===== config.mk =====
export PLATFORM = sky130hd
export DESIGN_NAME = rx_frame_checker_crc16
export DESIGN_NICKNAME = d
export VERILOG_FILES = /design/src/hw/rtl/rfc_pkg.sv /design/src/hw/rtl/rx_frame_checker_crc16.sv
export SDC_FILE = /design/constraint.sdc
export NUM_CORES = 1
export LEC_CHECK = 0
export BUFFER_PORTS_ARGS = -buffer_cell sky130_fd_sc_hd__buf_2
export CAP_MARGIN = 20
export CORE_ASPECT_RATIO = 2
export CORE_MARGIN = 2
export CORE_UTILIZATION = 60
export CTS_CLUSTER_SIZE = 10
export DETAILED_ROUTE_END_ITERATION = 10
export GPL_ROUTABILITY_DRIVEN = 0
export PLACE_DENSITY = 0.8
export SYNTH_ARGS = -nofsm -noshare
export SYNTH_HDL_FRONTEND = slang
export SYNTH_SLANG_ARGS = --single-unit

===== constraint.sdc =====
create_clock -name i_clk -period 9.7 [get_ports i_clk]
set_clock_uncertainty 0.15 [all_clocks]
set_input_delay 1.94 -clock i_clk [delete_from_list [all_inputs] [get_ports i_clk]]
set_output_delay 1.94 -clock i_clk [all_outputs]
set_load 0.05 [all_outputs]

===== src/hw/rtl/rfc_pkg.sv =====
`timescale 1ns / 1ps
`default_nettype none

package rfc_pkg;

    // Receive buffer size in bytes; the byte count saturates here.
    localparam int MAX_FRAME_BYTES = 256;
    localparam int CNT_W           = $clog2(MAX_FRAME_BYTES + 1);

    localparam int BYTE_W  = 8;
    localparam int WORD_W  = 16;
    // Wide enough for size + 4 without wrap.
    localparam int LEN_W   = WORD_W + 1;

    localparam int CFG_IDX_W  = 1;
    localparam int CFG_DATA_W = 16;

    localparam logic [CFG_IDX_W-1:0] CFG_HEADER_VALUE     = 1'd0;
    localparam logic [CFG_IDX_W-1:0] CFG_EXEC_FAILED_CODE = 1'd1;

    localparam logic [WORD_W-1:0] CRC_INIT = 16'hFFFF;
    localparam logic [WORD_W-1:0] CRC_POLY = 16'h1021;

    localparam int OUT_DATA_W = 40;

    typedef enum logic [2:0] {
        ST_OK         = 3'd0,
        ST_BAD_HEADER = 3'd1,
        ST_BAD_LENGTH = 3'd2,
        ST_BAD_CRC    = 3'd3,
        ST_CMD_FAILED = 3'd4
    } t_status;

    // CRC-16/CCITT-FALSE, one byte, MSB first.
    function automatic logic [WORD_W-1:0] crc_byte(input logic [WORD_W-1:0] crc,
                                                   input logic [BYTE_W-1:0] b);
        logic [WORD_W-1:0] c;
        c = crc ^ {b, 8'h00};
        for (int k = 0; k < 8; k++) begin
            if (c[WORD_W-1]) begin
                c = {c[WORD_W-2:0], 1'b0} ^ CRC_POLY;
            end else begin
                c = {c[WORD_W-2:0], 1'b0};
            end
        end
        return c;
    endfunction

endpackage

`default_nettype wire


===== src/hw/rtl/rx_frame_checker_crc16.sv =====
`timescale 1ns / 1ps
`default_nettype none

// Receive frame checker with CRC-16/CCITT-FALSE.
// Input stream: one received byte per item in s_axis_tdata[7:0], s_axis_tlast on
// the final byte of a transfer. A frame is header (LE16), size (LE16), then size
// bytes: command, result, payload and an LE16 CRC over everything before it.
// Output stream: one item per transfer, issued for the byte that carries tlast,
// with status, command byte, result byte and size field.
// Configuration: i_cfg_we with i_cfg_index 0 writes the expected header word,
// index 1 the result byte that marks a failed command. Write only while idle.
// Throughput: one byte per cycle, except while a byte that carries tlast waits for
// the output register; the CRC is updated a whole byte at a time. Latency: the
// result is valid the cycle after the last byte is taken. The output register
// holds the result while m_axis_tready is low. Bytes keep flowing meanwhile; only
// a byte that carries tlast waits until the output register is empty or being
// drained, so a stalled receiver holds the input only at the end of the next transfer.
// Bytes past the buffer size are dropped and the count saturates.
// Reset (synchronous, active low) clears the transfer state, the configuration
// registers and the output valid.

module rx_frame_checker_crc16 (
    input  wire logic                               i_clk,
    input  wire logic                               i_rst_n,
    input  wire logic                               i_cfg_we,
    input  wire logic [rfc_pkg::CFG_IDX_W-1:0]      i_cfg_index,
    input  wire logic [rfc_pkg::CFG_DATA_W-1:0]     i_cfg_wdata,
    input  wire logic                               s_axis_tvalid,
    output      logic                               s_axis_tready,
    input  wire logic [7:0]                         s_axis_tdata,  // [7:0] rx_byte
    input  wire logic                               s_axis_tlast,  // last_byte
    output      logic                               m_axis_tvalid,
    input  wire logic                               m_axis_tready,
    // [2:0] status, [10:3] cmd_code, [18:11] exec_result, [34:19] frame_size,
    // [39:35] zero
    output      logic [rfc_pkg::OUT_DATA_W-1:0]     m_axis_tdata
);

    localparam int CW = rfc_pkg::CNT_W;
    localparam int LW = rfc_pkg::LEN_W;
    localparam int WW = rfc_pkg::WORD_W;
    localparam int BW = rfc_pkg::BYTE_W;

    logic [WW-1:0] r_header_value;
    logic [BW-1:0] r_exec_failed_code;

    logic [CW-1:0] r_byte_count, n_byte_count;
    logic [WW-1:0] r_header_seen, n_header_seen;
    logic [WW-1:0] r_size_seen, n_size_seen;
    logic [WW-1:0] r_crc_running, n_crc_running;
    logic [WW-1:0] r_crc_received, n_crc_received;
    logic [BW-1:0] r_cmd_seen, n_cmd_seen;
    logic [BW-1:0] r_result_seen, n_result_seen;

    logic             r_out_valid;
    rfc_pkg::t_status r_status, n_status;
    logic [BW-1:0]    r_out_cmd;
    logic [BW-1:0]    r_out_result;
    logic [WW-1:0]    r_out_size;

    logic          s_fire;
    logic          m_fire;
    logic [BW-1:0] rx_byte;
    logic [LW-1:0] off_ext;
    logic [LW-1:0] frame_len;

    assign rx_byte       = s_axis_tdata[BW-1:0];
    // Only the last byte of a transfer needs room in the output register.
    assign s_axis_tready = !r_out_valid || m_axis_tready || !s_axis_tlast;
    assign s_fire        = s_axis_tvalid && s_axis_tready;
    assign m_fire        = r_out_valid && m_axis_tready;
    assign off_ext       = LW'(r_byte_count);

    // Per-byte state update.
    always_comb begin
        n_byte_count   = r_byte_count;
        n_header_seen  = r_header_seen;
        n_size_seen    = r_size_seen;
        n_crc_running  = r_crc_running;
        n_crc_received = r_crc_received;
        n_cmd_seen     = r_cmd_seen;
        n_result_seen  = r_result_seen;
        if (off_ext < LW'(rfc_pkg::MAX_FRAME_BYTES)) begin
            priority if (off_ext == LW'(0)) begin
                n_header_seen[7:0] = rx_byte;
            end else if (off_ext == LW'(1)) begin
                n_header_seen[15:8] = rx_byte;
            end else if (off_ext == LW'(2)) begin
                n_size_seen[7:0] = rx_byte;
            end else if (off_ext == LW'(3)) begin
                n_size_seen[15:8] = rx_byte;
            end else begin
                n_size_seen = r_size_seen;
            end
            if (off_ext == LW'(4)) begin
                n_cmd_seen = rx_byte;
            end
            if (off_ext == LW'(5)) begin
                n_result_seen = rx_byte;
            end
            // Header and size bytes are always covered; at offset 4 and up the
            // size field is already complete.
            if (off_ext < LW'(4) || off_ext < LW'(r_size_seen) + LW'(2)) begin
                n_crc_running = rfc_pkg::crc_byte(r_crc_running, rx_byte);
            end
            if (off_ext >= LW'(4)) begin
                priority if (off_ext == LW'(r_size_seen) + LW'(2)) begin
                    n_crc_received[7:0] = rx_byte;
                end else if (off_ext == LW'(r_size_seen) + LW'(3)) begin
                    n_crc_received[15:8] = rx_byte;
                end else begin
                    n_crc_received = r_crc_received;
                end
            end
            n_byte_count = r_byte_count + CW'(1);
        end
    end

    // Verdict on the state that includes the current byte.
    assign frame_len = LW'(n_size_seen) + LW'(4);

    always_comb begin
        priority if (n_header_seen != r_header_value) begin
            n_status = rfc_pkg::ST_BAD_HEADER;
        end else if (n_size_seen < WW'(2) || frame_len > LW'(n_byte_count)
                     || frame_len > LW'(rfc_pkg::MAX_FRAME_BYTES)) begin
            n_status = rfc_pkg::ST_BAD_LENGTH;
        end else if (n_crc_received != n_crc_running) begin
            n_status = rfc_pkg::ST_BAD_CRC;
        end else if (n_result_seen == r_exec_failed_code) begin
            n_status = rfc_pkg::ST_CMD_FAILED;
        end else begin
            n_status = rfc_pkg::ST_OK;
        end
    end

    always_ff @(posedge i_clk) begin
        if (!i_rst_n) begin
            r_header_value     <= '0;
            r_exec_failed_code <= '0;
        end else if (i_cfg_we) begin
            unique case (i_cfg_index)
                rfc_pkg::CFG_HEADER_VALUE:     r_header_value     <= i_cfg_wdata[WW-1:0];
                rfc_pkg::CFG_EXEC_FAILED_CODE: r_exec_failed_code <= i_cfg_wdata[BW-1:0];
                default: ;
            endcase
        end
    end

    always_ff @(posedge i_clk) begin
        if (!i_rst_n) begin
            r_byte_count   <= '0;
            r_header_seen  <= '0;
            r_size_seen    <= '0;
            r_crc_running  <= rfc_pkg::CRC_INIT;
            r_crc_received <= '0;
            r_cmd_seen     <= '0;
            r_result_seen  <= '0;
        end else if (s_fire) begin
            if (s_axis_tlast) begin
                // Start the next transfer from scratch.
                r_byte_count   <= '0;
                r_header_seen  <= '0;
                r_size_seen    <= '0;
                r_crc_running  <= rfc_pkg::CRC_INIT;
                r_crc_received <= '0;
                r_cmd_seen     <= '0;
                r_result_seen  <= '0;
            end else begin
                r_byte_count   <= n_byte_count;
                r_header_seen  <= n_header_seen;
                r_size_seen    <= n_size_seen;
                r_crc_running  <= n_crc_running;
                r_crc_received <= n_crc_received;
                r_cmd_seen     <= n_cmd_seen;
                r_result_seen  <= n_result_seen;
            end
        end
    end

    always_ff @(posedge i_clk) begin
        if (!i_rst_n) begin
            r_out_valid <= 1'b0;
        end else if (s_fire && s_axis_tlast) begin
            r_out_valid <= 1'b1;
        end else if (m_fire) begin
            r_out_valid <= 1'b0;
        end
    end

    always_ff @(posedge i_clk) begin
        if (s_fire && s_axis_tlast) begin
            r_status     <= n_status;
            r_out_cmd    <= n_cmd_seen;
            r_out_result <= n_result_seen;
            r_out_size   <= n_size_seen;
        end
    end

    assign m_axis_tvalid = r_out_valid;
    assign m_axis_tdata  = {5'd0, r_out_size, r_out_result, r_out_cmd, r_status};

    a_result_follows_last: assert property (@(posedge i_clk) disable iff (!i_rst_n)
        s_fire && s_axis_tlast |=> r_out_valid)
        else $error("no result after last byte");

    a_state_cleared_after_last: assert property (@(posedge i_clk) disable iff (!i_rst_n)
        s_fire && s_axis_tlast |=> r_byte_count == '0 && r_crc_running == rfc_pkg::CRC_INIT)
        else $error("transfer state not cleared after last byte");

    a_count_bounded: assert property (@(posedge i_clk) disable iff (!i_rst_n)
        LW'(r_byte_count) <= LW'(rfc_pkg::MAX_FRAME_BYTES))
        else $error("byte count past buffer size");

    a_no_drop_on_stall: assert property (@(posedge i_clk) disable iff (!i_rst_n)
        r_out_valid && !m_axis_tready && s_axis_tlast |-> !s_axis_tready)
        else $error("input taken while result stalled");

    a_status_in_range: assert property (@(posedge i_clk) disable iff (!i_rst_n)
        r_out_valid |-> r_status <= rfc_pkg::ST_CMD_FAILED)
        else $error("status code out of range");

endmodule

`default_nettype wire

==> results.md <==
Timing:
- The number of hold violations in the final report is 0.
- The max-slew headroom at the worst pin is 31.79%.
- For this run, the top clock speed supported by timing is 196.2 MHz.
- The count of final setup violators is 0.
- The final critical-path required period is 5.098 ns.
- The final clock period utilization by the worst path is 52.56%.
- The final count of pins violating max slew is 0.
- The transition time of the tightest slew-check pin is 1.019 ns.
- On the final layout, the worst hold slack is 0.3267 ns.
- In the final timing run, aggregate negative setup slack is 0 ns.
- Setup repair after global routing left no endpoint under its margin.

Placement:
- The post-detailed-placement half-perimeter wirelength is 17510 µm.
- The count of buffers from port buffering is 67.
- The post-placement cell count is 1162.

Final layout:
- The count of non-filler cells in the finished layout is 1195.
- The number of nets in the final layout is 1047.
- The footprint of the multi-input gates is 5271 µm².
- The area added between synthesis and finish is 9.468%.
- The ratio of cells with drive above 1 in the final layout is 14.70%.
- Registers take 3333 µm².
- Counting the fill cells in the layout gives 1272.
- The antenna diode instance count is 0.

Hold path:
- The worst hold path cell count is 2.
- The path class of the lowest-slack min-delay path is reg2reg.
- The endpoint with the worst hold slack is r_exec_failed_code[5].
- The startpoint identified for the worst hold timing path is r_exec_failed_code[5].

Critical path:
- The reg2reg setup slack is 4.71 ns.
- The critical register-to-register path startpoint is r_byte_count[1].
- The critical path is of the in2reg type.
- The required arrival time at the worst endpoint is 9.71 ns.
- The maximum fanout encountered on the critical timing path is 18.
- STA classifies the critical path endpoint as a flip-flop.
- The reg-to-reg critical path endpoint is r_status[1].
- STA classifies the critical path startpoint as an input port.
- The number of cells on the worst reg-to-reg path is 19.
- The arrival time at the worst endpoint is 5.11 ns.

CTS:
- The clock latency of the later-clocked register in the worst-skew pair is 0.44 ns.
- For this design, the sink count on the clock tree is 149.
- The TritonCTS clock tree is done.
- Counting along the longest clock path gives a buffer depth of 2.
- The TritonCTS buffer count is 17.
- The quantity of hold-fixing buffers added after cts is 0.
- The number of gates resized after CTS was 0.
- The H-tree was split into 4 levels.
- The post-CTS clock slew at the launch and capture registers of the worst setup and hold paths is 0.06 ns.
- The clock tree root buffer cell is clkbuf_16.
- In this run the post-CTS setup repair buffer count came out at 0.

Logic synthesis:
- The average instance area after synthesis is 9.334 µm².
- The commonest register cell after synthesis is dfxtp_1.
- After Yosys synthesis, full adders, half adders and majority gates account for 4.020% of the synthesized area.
- The share of synthesized registers carrying an async set or reset is 0%.
- The number of flip-flops and latches in the synthesized netlist is 149.
- The number of instances in the synthesized netlist is 967.
- Sequential elements use 36.93% of the synthesized area.
- Measured against the total synthesized area, the mux share comes to 11.63%.
- Summing the areas of all compound-gate instances in the mapped netlist gives 12.81% of the synthesized area.
- The number of enable flip-flop cells after synthesis is 35.
- The warning count from the yosys run is 0.
- After synthesis, the largest family of logic cells by area is simple AND/OR/NAND/NOR gates.
- Synthesis instantiated 70 different standard cells from the library.
- The xor/xnor cell area share of the yosys netlist is 9.994%.
- After synthesis the cells add up to 9026 µm².
- The area share of and/or/nand/nor cells after synthesis is 19.59%.

Pwr:
- IR analysis of the VDD net gives a maximum drop of 132.8 µV.
- The share of total power dissipated in the clock network is 41.5%.
- The reported net switching power is 458.0 µW.
- The design internal power is 1.118 mW.
- Dividing total power by cell area gives a power density of 159.5 nW/µm².
- The sequential group share of total power is 42.6%.
- Net switching is 29.06% of the power.
- The total leakage power is 3.922 nW.
- In this run, the combinational gates consume 15.9% of the power.

Global route:
- For this run the aggregate overflow at the end of global routing stands at 0.
- The number of global-route vias before repair was 7368.
- The first-pass GRT wire length is 38810 µm.
- The aggregate global-route resource usage is 31.37%.
- The pin count of the biggest net entering global routing is 99.
- The number of antenna violations at the first check in global routing is 0.

Die:
- The standard-cell row count is 63.
- The total area inside the core boundary comes to 14740 µm².
- The floorplan step set the die width to 90.73 µm.
- The die span in y is 177.5 µm.
- The initial core utilization is 61.23%.
- The die covers 16100 µm².
- Pin placement for this block handled 73 I/O pins.

Routing:
- The per-cell via count in the routed design is 6.274.
- In the routed design, unresolved DRC markers number 0.
- Summed over all layers, the routed wires come to 24820 µm.
- Across all layers, the routed design uses 7497 vias.
- Before antenna repair, the detailed router went through 7 iterations.
- The first-iteration detailed-routing DRC count is 478.
- The antenna violation net count after detailed routing is 0.
- The final routed wire length divided by cell count is 20.77 µm.

Outcome:
- The flow ran to the end, and the final reports show no timing, DRC or antenna violations.

Job:
- Max-cap violations in this run came to 0.
## flip-flops by register name, summed over array words and instances, names as in the netlist
| name | cells |
|---|---|
| r_result_seen | 8 |
| r_header_seen | 16 |
| r_header_value | 16 |
| r_byte_count | 9 |
| r_crc_running | 16 |
| r_out_result | 8 |
| r_exec_failed_code | 8 |
| r_status | 3 |
| r_size_seen | 16 |
| r_cmd_seen | 8 |
| r_crc_received | 16 |
| r_out_size | 16 |
| r_out_cmd | 8 |
| m_axis_tvalid | 1 |
## cell usage in the layout (no fill, tap or decap), types with 21 or more instances in the layout
cell type and count:
mux2_2 24, nand2_1 95, nor2_1 31, a21boi_0 28
nor2b_1 66, edfxtp_1 35, buf_2 67, xor2_1 42
xnor2_1 61, a22oi_1 53, nand3_1 32, ha_1 29
inv_1 21, dfxtp_1 114, mux2i_1 75
## metrics by stage
step | worst slack, ns | total power, mW | utilization, % | instance area [µm²]
floorplan | 4.466 | 0.8692 | - | 9041
CTS | 4.655 | 1.575 | 66.98 | 9873
finish | 4.602 | 1.576 | 67.03 | 9881
global placement | 4.349 | 0.9261 | 63.09 | 9300
global route | 4.378 | 1.629 | 67.03 | 9881
detailed placement | 4.228 | 0.9302 | 63.09 | 9300
## per-layer routing
layer  wire, µm  GRT usage, %  part of all wire, %  vias up
li1           -             -                    -     3447
met1       8356         30.24                   34     3611
met2      13240         57.56                   53      316
met3       1163         5.265                  4.7      123
met4       2057         25.77                  8.3        0
met5          0             0                    0        -
## kinds of logic after synthesis
logic type,Yosys count
flip-flops,149
other,1
XOR/XNOR,103
multiplexers,101
AO/OA/AOI/OAI,161
adder cells (fa/ha/maj),29
buffers and inverters,97
AND/OR/NAND/NOR,326
## layout make-up
type / instances / share of cell area (%)
Clock buffer: 20 / 4.635
Clock inverter: 12 / 1.165
Tap cell: 195 / 2.469
Sequential cell: 149 / 33.73
Multi-Input combinational cell: 725 / 53.35
Timing Repair Buffer: 73 / 3.850
Inverter: 21 / 0.7978
## power by group through the flow
stage | clock (mW) | sequential [mW] | combinational [mW]
after floorplan | 0 | 0.699 | 0.171
after CTS | 0.655 | 0.671 | 0.249
after detailed placement | 0 | 0.685 | 0.245
after global routing | 0.683 | 0.673 | 0.272
final | 0.653 | 0.671 | 0.251
after global placement | 0 | 0.684 | 0.242
## critical path, stage by stage
cell     delay, ns
buf_2         0.31
mux2i_1       0.25
inv_1         0.14
ha_1          0.30
nand3_1       0.13
xnor2_1       0.18
nand2_1       0.09
o21ai_0       0.11
ha_1          0.34
a21o_1        0.17
a21o_1        0.17
a21oi_1       0.14
o21a_1        0.13
o21ai_1       0.08
nor4_2        0.31
and4_1        0.25
a21oi_1       0.07
## worst max-delay path by stage
stage,start,end,slack (ns),depth (start not counted)
after floorplan,s_axis_tdata[2],r_status[1],4.47,18
after global placement,s_axis_tdata[3],r_status[1],4.35,17
after detailed placement,s_axis_tdata[2],r_status[1],4.23,17
after CTS,s_axis_tdata[2],r_status[1],4.66,17
after global routing,r_byte_count[1],r_status[1],4.38,20
final,s_axis_tdata[2],r_status[1],4.60,17
## cell usage after synthesis (all sizes together) (4+ instances only)
cell	count	area, µm²
ha	29	362.9
and3	7	43.79
and2	17	106.4
nor3	22	131.4
nand2b	4	25.02
a21boi	28	210.2
nor4	11	90.08
clkbuf	48	180.2
nand2	95	356.6
mux2	25	285.3
a31oi	5	31.28
inv	21	78.83
edfxtp	35	1051
o22ai	5	37.53
xor2	42	367.9
mux2i	76	764.5
dfxtp	114	2282
buf	28	191.4
o21ai	24	120.1
nand3	32	160.2
nor2b	66	412.9
nor3b	5	37.54
xnor2	61	534.3
nand4	19	155.2
nor2	33	131.4
or3	5	31.28
a21oi	14	73.82
a22oi	53	397.9
a21o	4	30.03
a2111oi	5	50.04
No activity file was read; power rests on OpenSTA's default activity.
